==> config.mk <==
export PLATFORM = sky130hd
export DESIGN_NAME = matrix4x4_multiply_core
export DESIGN_NICKNAME = d
export VERILOG_FILES = /design/src/rtl/core/mm4x4_pkg.sv /design/src/rtl/core/mm4x4_store.sv /design/src/rtl/core/mm4x4_seq.sv /design/src/rtl/core/mm4x4_mac.sv /design/src/rtl/core/matrix4x4_multiply_core.sv
export VERILOG_INCLUDE_DIRS = /design/src /design/src/rtl/core
export SDC_FILE = /design/constraint.sdc
export NUM_CORES = 2
export LEC_CHECK = 0
export ABC_CLOCK_PERIOD_IN_PS = 11450
export BUFFER_PORTS_ARGS = -buffer_cell sky130_fd_sc_hd__buf_2
export CAP_MARGIN = 25
export CORE_ASPECT_RATIO = 0.5
export CORE_UTILIZATION = 25
export CTS_BUF_LIST = sky130_fd_sc_hd__clkbuf_4 sky130_fd_sc_hd__clkbuf_8 sky130_fd_sc_hd__clkbuf_16
export CTS_CLUSTER_DIAMETER = 40
export DETAILED_ROUTE_END_ITERATION = 12
export GPL_TIMING_DRIVEN = 0
export SYNTH_ARGS = -nofsm -noshare
export SYNTH_HDL_FRONTEND = slang
export SYNTH_SLANG_ARGS = --single-unit
==> constraint.sdc <==
create_clock -name i_clk -period 11.45 [get_ports i_clk]
set_clock_uncertainty 0.1 [all_clocks]
set_input_delay 1.7175 -clock i_clk [delete_from_list [all_inputs] [get_ports i_clk]]
set_output_delay 1.7175 -clock i_clk [all_outputs]
set_load 0.05 [all_outputs]
==> src/rtl/core/matrix4x4_multiply_core_assert.svh <==
// Assertion macros for the matrix multiply core.
// Used by files that include it; they must have i_clk and i_rst_n in scope.
`ifndef MATRIX4X4_MULTIPLY_CORE_ASSERT_SVH
`define MATRIX4X4_MULTIPLY_CORE_ASSERT_SVH

// Same-cycle implication, checked out of reset
`define MM4X4_ASSERT_NOW(label, ante, cons, msg) \
    label: assert property (@(posedge i_clk) disable iff (!i_rst_n) (ante) |-> (cons)) \
        else $error(msg);

// Next-cycle implication, checked out of reset
`define MM4X4_ASSERT_NEXT(label, ante, cons, msg) \
    label: assert property (@(posedge i_clk) disable iff (!i_rst_n) (ante) |=> (cons)) \
        else $error(msg);

`endif

==> src/rtl/core/mm4x4_pkg.sv <==
// Shared types and constants for the matrix multiply core.
// No dependencies; used by every module of the core but mm4x4_store.
`timescale 1ns / 1ps

package mm4x4_pkg;

    // Default sizes
    localparam int DEF_MATRIX_DIM    = 4;
    localparam int DEF_FRACTION_BITS = 16;

    // Fixed field widths
    localparam int OP_W    = 2;
    localparam int IDX_W   = 4;
    localparam int VALUE_W = 32;

    // Operation codes
    localparam logic [OP_W-1:0] OP_LOAD_A  = 2'd0;
    localparam logic [OP_W-1:0] OP_LOAD_B  = 2'd1;
    localparam logic [OP_W-1:0] OP_COMPUTE = 2'd2;

    // Saturation limits
    localparam logic [VALUE_W-1:0] VALUE_MAX = 32'h7FFF_FFFF;
    localparam logic [VALUE_W-1:0] VALUE_MIN = 32'h8000_0000;

    // Input word
    typedef struct packed {
        logic [OP_W-1:0]           operation;
        logic [IDX_W-1:0]          element_index;
        logic signed [VALUE_W-1:0] element_value;
    } t_in_word;

    // Result word
    typedef struct packed {
        logic [IDX_W-1:0]          result_index;
        logic signed [VALUE_W-1:0] result_value;
        logic                      last_result;
    } t_out_word;

    // Control traveling alongside each multiply-accumulate step
    typedef struct packed {
        logic             valid;
        logic             first;      // first term of a dot product
        logic             last_k;     // last term of a dot product
        logic [IDX_W-1:0] index;      // product element index
        logic             last_elem;  // final product element
    } t_mac_tag;

endpackage

==> src/rtl/core/mm4x4_store.sv <==
// Matrix element store: one write port, one registered read port.
// Entries read as zero until written since reset. Uses mm4x4_pkg nothing.
`timescale 1ns / 1ps

module mm4x4_store #(
    parameter int DEPTH  = 16,
    parameter int DATA_W = 32,
    localparam int ADDR_W = $clog2(DEPTH)
) (
    input  logic              i_clk,
    input  logic              i_rst_n,
    input  logic              i_wr_en,
    input  logic [ADDR_W-1:0] i_wr_addr,
    input  logic [DATA_W-1:0] i_wr_data,
    input  logic [ADDR_W-1:0] i_rd_addr,
    output logic [DATA_W-1:0] o_rd_data
);

    logic [DATA_W-1:0] r_mem [DEPTH];
    logic [DEPTH-1:0]  r_valid;
    logic [DATA_W-1:0] r_rd_data;
    logic              r_rd_hit;

    // Storage array, no reset
    always_ff @(posedge i_clk) begin
        if (i_wr_en) begin
            r_mem[i_wr_addr] <= i_wr_data;
        end
        r_rd_data <= r_mem[i_rd_addr];
    end

    // Written-since-reset flags
    always_ff @(posedge i_clk) begin
        if (!i_rst_n) begin
            r_valid  <= '0;
            r_rd_hit <= 1'b0;
        end else begin
            if (i_wr_en) begin
                r_valid[i_wr_addr] <= 1'b1;
            end
            r_rd_hit <= r_valid[i_rd_addr];
        end
    end

    assign o_rd_data = r_rd_hit ? r_rd_data : '0;

endmodule

==> src/rtl/core/mm4x4_seq.sv <==
// Compute sequencer: walks column, row and term, issuing store reads.
// Depends on mm4x4_pkg for the step tag.
`timescale 1ns / 1ps

module mm4x4_seq #(
    parameter int MATRIX_DIM = mm4x4_pkg::DEF_MATRIX_DIM,
    localparam int ADDR_W = $clog2(MATRIX_DIM * MATRIX_DIM)
) (
    input  logic                i_clk,
    input  logic                i_rst_n,
    input  logic                i_go,
    output logic [ADDR_W-1:0]   o_addr_a,
    output logic [ADDR_W-1:0]   o_addr_b,
    output mm4x4_pkg::t_mac_tag o_tag
);

    localparam int DIM_W = $clog2(MATRIX_DIM);
    localparam logic [DIM_W-1:0] DIM_LAST = DIM_W'(MATRIX_DIM - 1);

    logic             r_run, n_run;
    logic [DIM_W-1:0] r_col, n_col;
    logic [DIM_W-1:0] r_row, n_row;
    logic [DIM_W-1:0] r_k, n_k;
    logic             w_k_end, w_row_end, w_col_end;

    assign w_k_end   = (r_k == DIM_LAST);
    assign w_row_end = (r_row == DIM_LAST);
    assign w_col_end = (r_col == DIM_LAST);

    // Counter advance: term fastest, then row, then column
    always_comb begin
        n_run = r_run;
        n_col = r_col;
        n_row = r_row;
        n_k   = r_k;
        if (i_go) begin
            n_run = 1'b1;
            n_col = '0;
            n_row = '0;
            n_k   = '0;
        end else if (r_run) begin
            if (w_k_end) begin
                n_k = '0;
                if (w_row_end) begin
                    n_row = '0;
                    if (w_col_end) begin
                        n_col = '0;
                        n_run = 1'b0;
                    end else begin
                        n_col = r_col + 1'b1;
                    end
                end else begin
                    n_row = r_row + 1'b1;
                end
            end else begin
                n_k = r_k + 1'b1;
            end
        end
    end

    always_ff @(posedge i_clk) begin
        if (!i_rst_n) begin
            r_run <= 1'b0;
            r_col <= '0;
            r_row <= '0;
            r_k   <= '0;
        end else begin
            r_run <= n_run;
            r_col <= n_col;
            r_row <= n_row;
            r_k   <= n_k;
        end
    end

    // A[k*D+r], B[c*D+k]
    assign o_addr_a = ADDR_W'(r_k) * ADDR_W'(MATRIX_DIM) + ADDR_W'(r_row);
    assign o_addr_b = ADDR_W'(r_col) * ADDR_W'(MATRIX_DIM) + ADDR_W'(r_k);

    always_comb begin
        o_tag.valid     = r_run;
        o_tag.first     = (r_k == '0);
        o_tag.last_k    = w_k_end;
        o_tag.index     = mm4x4_pkg::IDX_W'(ADDR_W'(r_col) * ADDR_W'(MATRIX_DIM)
                                            + ADDR_W'(r_row));
        o_tag.last_elem = w_col_end && w_row_end;
    end

endmodule

==> src/rtl/core/mm4x4_mac.sv <==
// Multiply-accumulate datapath: multiply, floor shift, accumulate, saturate.
// Depends on mm4x4_pkg for the step tag and result word.
`timescale 1ns / 1ps

module mm4x4_mac #(
    parameter int MATRIX_DIM    = mm4x4_pkg::DEF_MATRIX_DIM,
    parameter int FRACTION_BITS = mm4x4_pkg::DEF_FRACTION_BITS
) (
    input  logic                                i_clk,
    input  logic                                i_rst_n,
    input  mm4x4_pkg::t_mac_tag                 i_tag,
    input  logic [mm4x4_pkg::VALUE_W-1:0]       i_a,
    input  logic [mm4x4_pkg::VALUE_W-1:0]       i_b,
    output logic                                o_strobe,
    output mm4x4_pkg::t_out_word                o_result
);

    localparam int VW      = mm4x4_pkg::VALUE_W;
    localparam int PROD_W  = 2 * VW;
    localparam int SHIFT_W = PROD_W - FRACTION_BITS;
    localparam int SUM_W   = SHIFT_W + $clog2(MATRIX_DIM);

    mm4x4_pkg::t_mac_tag      r_tag1, r_tag2, r_tag3;
    logic signed [PROD_W-1:0] r_prod;
    logic signed [SUM_W-1:0]  r_acc, n_acc;
    logic signed [SHIFT_W-1:0] w_shifted;
    logic signed [SUM_W-1:0]  w_term;
    logic                     w_fits;
    logic [VW-1:0]            w_sat;
    logic                     r_strobe;
    mm4x4_pkg::t_out_word     r_result;

    // Tag pipeline: aligns with read data, product, then accumulator
    always_ff @(posedge i_clk) begin
        if (!i_rst_n) begin
            r_tag1   <= '0;
            r_tag2   <= '0;
            r_tag3   <= '0;
            r_strobe <= 1'b0;
        end else begin
            r_tag1   <= i_tag;
            r_tag2   <= r_tag1;
            r_tag3   <= r_tag2;
            r_strobe <= r_tag3.valid && r_tag3.last_k;
        end
    end

    // Product stage
    always_ff @(posedge i_clk) begin
        r_prod <= $signed(i_a) * $signed(i_b);
    end

    // Floor shift is the arithmetic shift; sign-extend to the sum width
    assign w_shifted = r_prod[PROD_W-1:FRACTION_BITS];
    assign w_term    = {{(SUM_W - SHIFT_W){w_shifted[SHIFT_W-1]}}, w_shifted};

    always_comb begin
        n_acc = r_acc;
        if (r_tag2.valid) begin
            n_acc = r_tag2.first ? w_term : r_acc + w_term;
        end
    end

    always_ff @(posedge i_clk) begin
        r_acc <= n_acc;
    end

    // Saturate: fits when all bits above the 32-bit sign agree
    assign w_fits = (r_acc[SUM_W-1:VW-1] == '0) || (r_acc[SUM_W-1:VW-1] == '1);
    assign w_sat  = w_fits ? r_acc[VW-1:0]
                  : (r_acc[SUM_W-1] ? mm4x4_pkg::VALUE_MIN : mm4x4_pkg::VALUE_MAX);

    // Result word register
    always_ff @(posedge i_clk) begin
        r_result.result_index <= r_tag3.index;
        r_result.result_value <= w_sat;
        r_result.last_result  <= r_tag3.last_elem;
    end

    assign o_strobe = r_strobe;
    assign o_result = r_result;

endmodule

==> src/rtl/core/matrix4x4_multiply_core.sv <==
// Top level of the matrix multiply core: command decode, stores, sequencer, datapath.
// Depends on mm4x4_pkg, mm4x4_store, mm4x4_seq, mm4x4_mac and the assertion header.
`timescale 1ns / 1ps

// Square matrix multiply P = A * B in signed Q16.16, column-major, with both
// stores zero after reset. A word is taken when start is high and busy is low.
// Loading an element of A or B leaves busy low, so loads may follow each
// other every cycle. A compute word raises busy until the final element
// is out: the datapath does one multiply-accumulate per cycle, one read
// from each store's single read port, and the pipeline from read to result
// register is four deep. The product elements come out in ascending index
// order, each on o_result for exactly one cycle marked by o_strobe; the
// receiver cannot stall them, so it must take every strobed word. The final
// element carries last_result, and busy drops at the end of that cycle.
// Operation code 3 and loads to an index outside the matrix are dropped.

`include "matrix4x4_multiply_core_assert.svh"

module matrix4x4_multiply_core #(
    parameter int MATRIX_DIM    = mm4x4_pkg::DEF_MATRIX_DIM,
    parameter int FRACTION_BITS = mm4x4_pkg::DEF_FRACTION_BITS
) (
    input  logic                 i_clk,
    input  logic                 i_rst_n,
    input  logic                 start,
    output logic                 busy,
    input  mm4x4_pkg::t_in_word  i_cmd,
    output logic                 o_strobe,
    output mm4x4_pkg::t_out_word o_result
);

    localparam int ELEM_COUNT = MATRIX_DIM * MATRIX_DIM;
    localparam int ADDR_W     = $clog2(ELEM_COUNT);

    logic                            r_busy, n_busy;
    logic                            w_accept;
    logic                            w_in_range;
    logic                            w_go;
    logic                            w_we_a, w_we_b;
    logic [ADDR_W-1:0]               w_wr_addr;
    logic [ADDR_W-1:0]               w_addr_a, w_addr_b;
    logic [mm4x4_pkg::VALUE_W-1:0]   w_data_a, w_data_b;
    mm4x4_pkg::t_mac_tag             w_tag;

    // Command decode
    assign w_accept   = start && !r_busy;
    assign w_in_range = (32'(i_cmd.element_index) < 32'(ELEM_COUNT));
    assign w_wr_addr  = ADDR_W'(i_cmd.element_index);
    assign w_we_a     = w_accept && w_in_range && (i_cmd.operation == mm4x4_pkg::OP_LOAD_A);
    assign w_we_b     = w_accept && w_in_range && (i_cmd.operation == mm4x4_pkg::OP_LOAD_B);
    assign w_go       = w_accept && (i_cmd.operation == mm4x4_pkg::OP_COMPUTE);

    // Busy from compute accept until the final word goes out
    always_comb begin
        n_busy = r_busy;
        if (w_go) begin
            n_busy = 1'b1;
        end else if (o_strobe && o_result.last_result) begin
            n_busy = 1'b0;
        end
    end

    always_ff @(posedge i_clk) begin
        if (!i_rst_n) begin
            r_busy <= 1'b0;
        end else begin
            r_busy <= n_busy;
        end
    end

    assign busy = r_busy;

    // Left matrix store
    mm4x4_store #(
        .DEPTH  (ELEM_COUNT),
        .DATA_W (mm4x4_pkg::VALUE_W)
    ) u_store_a (
        .i_clk     (i_clk),
        .i_rst_n   (i_rst_n),
        .i_wr_en   (w_we_a),
        .i_wr_addr (w_wr_addr),
        .i_wr_data (i_cmd.element_value),
        .i_rd_addr (w_addr_a),
        .o_rd_data (w_data_a)
    );

    // Right matrix store
    mm4x4_store #(
        .DEPTH  (ELEM_COUNT),
        .DATA_W (mm4x4_pkg::VALUE_W)
    ) u_store_b (
        .i_clk     (i_clk),
        .i_rst_n   (i_rst_n),
        .i_wr_en   (w_we_b),
        .i_wr_addr (w_wr_addr),
        .i_wr_data (i_cmd.element_value),
        .i_rd_addr (w_addr_b),
        .o_rd_data (w_data_b)
    );

    // Read sequencer
    mm4x4_seq #(
        .MATRIX_DIM (MATRIX_DIM)
    ) u_seq (
        .i_clk    (i_clk),
        .i_rst_n  (i_rst_n),
        .i_go     (w_go),
        .o_addr_a (w_addr_a),
        .o_addr_b (w_addr_b),
        .o_tag    (w_tag)
    );

    // Datapath
    mm4x4_mac #(
        .MATRIX_DIM    (MATRIX_DIM),
        .FRACTION_BITS (FRACTION_BITS)
    ) u_mac (
        .i_clk    (i_clk),
        .i_rst_n  (i_rst_n),
        .i_tag    (w_tag),
        .i_a      (w_data_a),
        .i_b      (w_data_b),
        .o_strobe (o_strobe),
        .o_result (o_result)
    );

    // Checks
    `MM4X4_ASSERT_NOW(a_strobe_while_busy, o_strobe, r_busy, "result word outside a compute")
    `MM4X4_ASSERT_NEXT(a_idle_after_last, o_strobe && o_result.last_result, !r_busy, "busy held after final word")
    `MM4X4_ASSERT_NEXT(a_strobe_spacing, o_strobe, !o_strobe, "result words back to back")
    `MM4X4_ASSERT_NEXT(a_go_sets_busy, w_go, r_busy, "compute accepted without busy")
    `MM4X4_ASSERT_NOW(a_no_write_in_compute, r_busy, !w_we_a && !w_we_b, "store written during compute")

endmodule
## Yosys cells after proc, flatten, opt, wreduce, memory -nomap -nowiden

Memory sizes are Yosys's and may differ from the RTL's. A register that Yosys moved wholly into a read port is not among the register bits.
Cells that the tools add are included.

- Add/sub/neg operators: 7
- Multipliers: 1
- Order comparisons: 4
- Equal/unequal tests: 6
- Mux-type cells: 25
- Bitwise gates (word level): 3
- Reductions and logical operators: 17

Operators by type and width:

| cell | count |
|---|---|
| two-way mux 32 bit | 4 |
| multiplier 32 x 32 -> 64 bit | 1 |
| adder 50 x 48 -> 50 bit | 1 |
| two-way mux 50 bit | 1 |
| bitwise OR 16 bit | 2 |
| equality test 19 bit, second input constant | 1 |
| zero test 19 bit | 1 |
| < comparator 4 x 5 -> 1 bit, second input constant | 3 |
| two-way mux 1 bit | 14 |
| adder 4 x 2 -> 4 bit | 3 |
| binary-select mux 1 bit (select 4 bit) | 2 |
| equality test 2 bit, second input constant | 4 |
| logical AND 1 bit | 8 |
| adder 2 x 1 -> 2 bit, second input constant | 3 |
| two-way mux 2 bit | 3 |
| demux 1 bit (select 4 bit) | 1 |
| greater-or-equal comparator 4 x 1 -> 1 bit, second input constant | 1 |
| zero test 2 bit | 2 |
| AND reduction 3 bit | 1 |
| equality test 2 x 1 -> 1 bit, second input constant | 1 |
| AND reduction 2 bit | 1 |
| nonzero test 2 bit | 1 |
| OR reduction 2 bit | 1 |
| zero test 1 bit | 1 |
| 2 further kinds | 2 |

- Flip-flop bits (word level): 217
- Bits in writable memories: 1024
- Word-level logic and storage cells: 94
- Memories: 2

Memories:

| memory | depth | bits a word | rd ports | clocked after Yosys merged registers in | wr ports | line | text |
|---|---|---|---|---|---|---|---|
| u_store_a.r_mem | 16 | 32 | 1 | 1 | 1 | mm4x4_store.sv:19 | `logic [DATA_W-1:0] r_mem [DEPTH];` |
| u_store_b.r_mem | 16 | 32 | 1 | 1 | 1 | mm4x4_store.sv:19 |  |

## Depth between registers and ports, before layout

- Depth in word-level cells: 6
- Mapped depth: 34
- Gate-level depth less buffers: 29

## Hierarchy

A second synthesis with hierarchy kept.

- Cell total of the unflattened synthesis: 6311
- Area total of the unflattened synthesis: 84347.1 um^2

By module, submodules not included:

| module | instances | cells each | area an instance (um^2) |
|---|---|---|---|
| mm4x4_mac | 1 | 4406 | 42454.5 |
| mm4x4_store | 2 | 927 | 20697.4 |
| mm4x4_seq | 1 | 45 | 429.2 |
| matrix4x4_multiply_core | 1 | 6 | 68.8 |

## Worst setup path before layout

Ideal clock, no wire load.

- Kind: reg-to-reg
- Start: register u_store_a.r_rd_hit
- End: register u_mac.r_prod[63]
- Library setup time: 0.072 ns
- Arrival time: 8.587 ns
- Setup slack: 2.691 ns
- Stages on the path, launching flop included: 28
- Buffers on the path: 4
- Clock period less this slack: 8.759 ns
- Path through: dfxtp_1 > clkbuf_1 > clkbuf_1 > clkbuf_1 > nand2_1 > clkbuf_1 > nor2_1 > fa_1 > fa_1 > fa_1 > fa_1 > inv_1 > fa_1 > inv_1 > fa_1 > inv_1 > fa_1 > inv_1 > fa_1 > ha_1 > and4_1 > a221oi_2 > o31ai_1 > a2111o_2 > a21oi_4 > o31ai_4 > a211oi_2 > xnor2_1

- Longest elaborated chain between the ends: 2

Ends and longest elaborated chain:

| item | line | text |
|---|---|---|
| from (decl) | mm4x4_store.sv:22 | `logic r_rd_hit;` |
| from (signal assigned) | mm4x4_store.sv:41 | `r_rd_hit <= r_valid[i_rd_addr];` |
| two-way mux 32 bit | mm4x4_store.sv:45 | `assign o_rd_data = r_rd_hit ? r_rd_data : '0;` |
| multiplier 32 x 32 -> 64 bit | mm4x4_mac.sv:50 | `r_prod <= $signed(i_a) * $signed(i_b);` |
| to (signal assigned) | mm4x4_mac.sv:50 |  |
| to (decl) | mm4x4_mac.sv:24 | `logic signed [PROD_W-1:0] r_prod;` |

No other way between the ends.
A chain may end at the register's enable or synchronous reset.

## Worst setup path in the final report

- Start: register u_store_a.r_rd_hit
- End: register u_mac.r_prod[62]

The elaborated chain is that of the path after synthesis.

==> run summary <==
status = complete, no violations
max incr delay on CP = 840 ps
syn nets = 7577
startpoint types = flop
Mean Syn Cell Area = 13.37 sq um
Crit path arrival time = 11720 ps
CTS Sinks = 1289
drc violations = 0
Die Wd = 817.9 um
total track usage = 0.1560
Mapped Cells = 6221
unrepaired setup endpoints after global routing = no
crit-path most repeated cell = fa_1
final worst path period share = 0.9757
Synth Flop Type = edfxtp_1
ranking of synthesized cells by area = edfxtp_1, fa_1, mux4_2, dfxtp_1, inv_1
Max Clock Freq = 0.08951 GHz
final worst slack = 278.5 ps
synthesis-to-layout area growth = 16.16%
CP top delay family = adder cells
most area-hungry cell type in the Yosys netlist = edfxtp_1
Port Buf Inserts = 78
synthesized flop and latch total = 1289
iteration count of the initial detailed-routing pass = 5
CTS H-tree lvls = 4
top cell type's share of synthesized area = 0.3876
Detailed Place HPWL = 202700 um
I/O pin count = 80
gpl congestion = 1.005
Worst Hold Class = flop to flop
vias in the first global route = 54030
post-place setup slack = -652.0 ps
die area = 335300 sq um
global route overflow = 0
CTS Buf Count = 163
Worst VDD drop = 0.0001178 V
die height = 409.9 um
Worst Path Max Fanout = 10
Vias/cell = 4.609
Bufs and invs on worst path = 4
final WL = 263100 um
Pins Over Slew Limit = 0
CTS max path bufs = 3
DR WL/cell = 23.64 um
Design Area, Final = 96640 sq um
post-synthesis sequential area ratio = 0.4394
Hold Vio Cnt, Final = 0
min Tclk post-route = 11170 ps
area of placed instances = 90710 sq um
num rows = 149
largest net degree at the start of global routing = 51
drt first-iter violations = 5124
most instantiated cells after synthesis = fa_1, edfxtp_1, inv_1
mapped cell area = 83200 sq um
via count = 51300
CTS clk-pin slew, worst paths = 60 ps
Worst-Skew Late Latency = 830 ps
slowest CP cell = clkdlybuf4s15_1
Initial Util = 0.2519
ys async rst share = 0
relative slew slack = 0.1718
CTS Root Cell = clkbuf_16
first-pass GRT wire length = 380200 um
count leader, synth = fa_1
Post-synth EDFFs = 1074
CP Capture Type = flop
Nets = 7890
Crit Path Category = flop to flop
Yosys cell types = 77
Core ar. = 330400 sq um
Post-CTS Hold Fix Bufs = 0
CTS tree = yes
layout cells sized above 1 = 0.1312
hold_ws = 223.3 ps
Max-Cap Viols = 0
leakage = 37.06 nW
actual slew at the worst max-slew pin = 1242 ps
total power = 10.67 mW
Power Dens Cells = 110.4 nW/um^2
Required @ worst endpoint = 12000 ps
Post-DRT Antenna Nets = 0
final setup fails = 0
Yosys warnings = 0
initial antenna violation count = 18
## through the flow
step,util,instances,setup TNS (ps)
after floorplan,-,6221,0
after global placement,0.2699,10750,-5077
after detailed placement,0.2746,10820,-4047
after CTS,0.2920,11120,0
after global routing,0.2925,11130,0
final,0.2925,11130,0
## report_power, final
| part | leakage (nW) | total (mW) | internal (mW) | switching, mW |
|---|---|---|---|---|
| Sequential | 11.4 | 5.12 | 5.10 | 0.0189 |
| Clock | 2.81 | 5.29 | 3.18 | 2.11 |
| Combinational | 22.8 | 0.250 | 0.0745 | 0.176 |
| Total | 37.1 | 10.7 | 8.36 | 2.31 |
## sequential cells by signal, summed over array words and instances (netlist names), 32 cells and up
register and flops:
u_store_a.r_rd_data 32, u_store_b.r_rd_data 32, u_store_b.r_mem 512, u_mac.r_prod 48
u_mac.r_acc 50, u_mac.o_result 37, u_store_a.r_mem 512
## cells by family (layout without fill, tap and decap cells)
group | count (synthesis) | in the layout | synth area share
AO/OA/AOI/OAI | 403 | 403 | 0.03281
XOR/XNOR | 99 | 99 | 0.01042
adder cells (fa/ha/maj) | 1315 | 1315 | 0.2954
buffers and inverters | 1310 | 1759 | 0.05914
flip-flops | 1289 | 1289 | 0.4394
multiplexers | 336 | 336 | 0.09008
other | 0 | 7 | 0
AND/OR/NAND/NOR | 1469 | 1469 | 0.07281
## cell type report
cell class	count	area (sq um)
flip-flops and latches	1289	36560
inverters	998	3750
well taps	4454	5573
multi-input cells	3622	42010
fillers	33420	233700
diodes	7	17.52
repair buffers	159	1843
clock inverters	112	1391
clock buffers	189	4335
plain buffers	301	1161
## worst reg2reg max path: stages, from the launching register on
cell,delay [ps]
dfxtp_1,390
clkbuf_1,400
clkbuf_1,470
and2_1,810
clkdlybuf4s15_1,850
nand2_1,150
fa_1,560
fa_1,440
fa_1,540
fa_1,590
inv_1,60
fa_1,480
fa_1,590
fa_1,450
fa_1,460
ha_1,480
nand2_1,150
o21ai_0,650
a221oi_1,230
o21ai_1,570
o21bai_2,180
nand4_2,260
a2111o_2,270
nand2_1,120
o211ai_1,330
a21oi_1,140
xnor2_1,330
## cell usage in the layout (no fill, tap or decap), types with 9 or more instances in the layout
cell and count:
fa_1 1080, edfxtp_1 1074, inv_1 995, nand2_1 626, nor2_1 585, mux4_2 330, clkbuf_1 242, ha_1 233
dfxtp_1 214, clkbuf_16 164, a21oi_1 90, a21o_1 85, and2_1 82, buf_2 81, o21ai_0 80, xnor2_1 64
buf_1 40, o21a_1 40, nand3_1 39, xor2_1 35, buf_8 33, nor2_4 32, buf_12 23, clkinv_2 22
nand4_1 21, bufinv_16 18, clkbuf_4 18, inv_6 17, clkbuf_2 15, clkinv_1 15, clkinv_4 15, buf_16 15
o31ai_1 13, nor2b_1 13, a31oi_1 12, nand2b_1 12, nor3_1 11, o21bai_1 11, clkinvlp_4 9, inv_8 9
## repair_timing
| item | CTS | global route |
|---|---|---|
| buffers inserted | 0 | 3 |
| pin swaps | 0 | 1 |
| hold endpoints to repair | 0 | 0 |
| setup endpoints to repair | 12 | 11 |
| resized for setup | 18 | 26 |
## routing by layer
layer | routed length, um | share of wire | global-route usage
met1 | 104700 | 0.40 | 0.1980
met2 | 124800 | 0.47 | 0.2581
met3 | 20460 | 0.078 | 0.03204
met4 | 13060 | 0.050 | 0.06925
met5 | 37 | 0.00014 | 0
## final timing paths
check / end / slack (ps) / start / depth (start not counted)
setup / recovery: u_mac.r_prod[62]$_DFF_P_ / 280 / u_store_a.r_rd_hit$_SDFF_PN0_ / 26
hold / removal: u_mac.o_result[35]$_DFF_P_ / 220 / u_mac.r_tag3[3]$_SDFF_PN0_ / 0
setup reg to reg: u_mac.r_prod[62]$_DFF_P_ / 280 / u_store_a.r_rd_hit$_SDFF_PN0_ / 26
hold reg to reg: u_mac.o_result[35]$_DFF_P_ / 220 / u_mac.r_tag3[3]$_SDFF_PN0_ / 0
(Power assumes the default switching activity.)
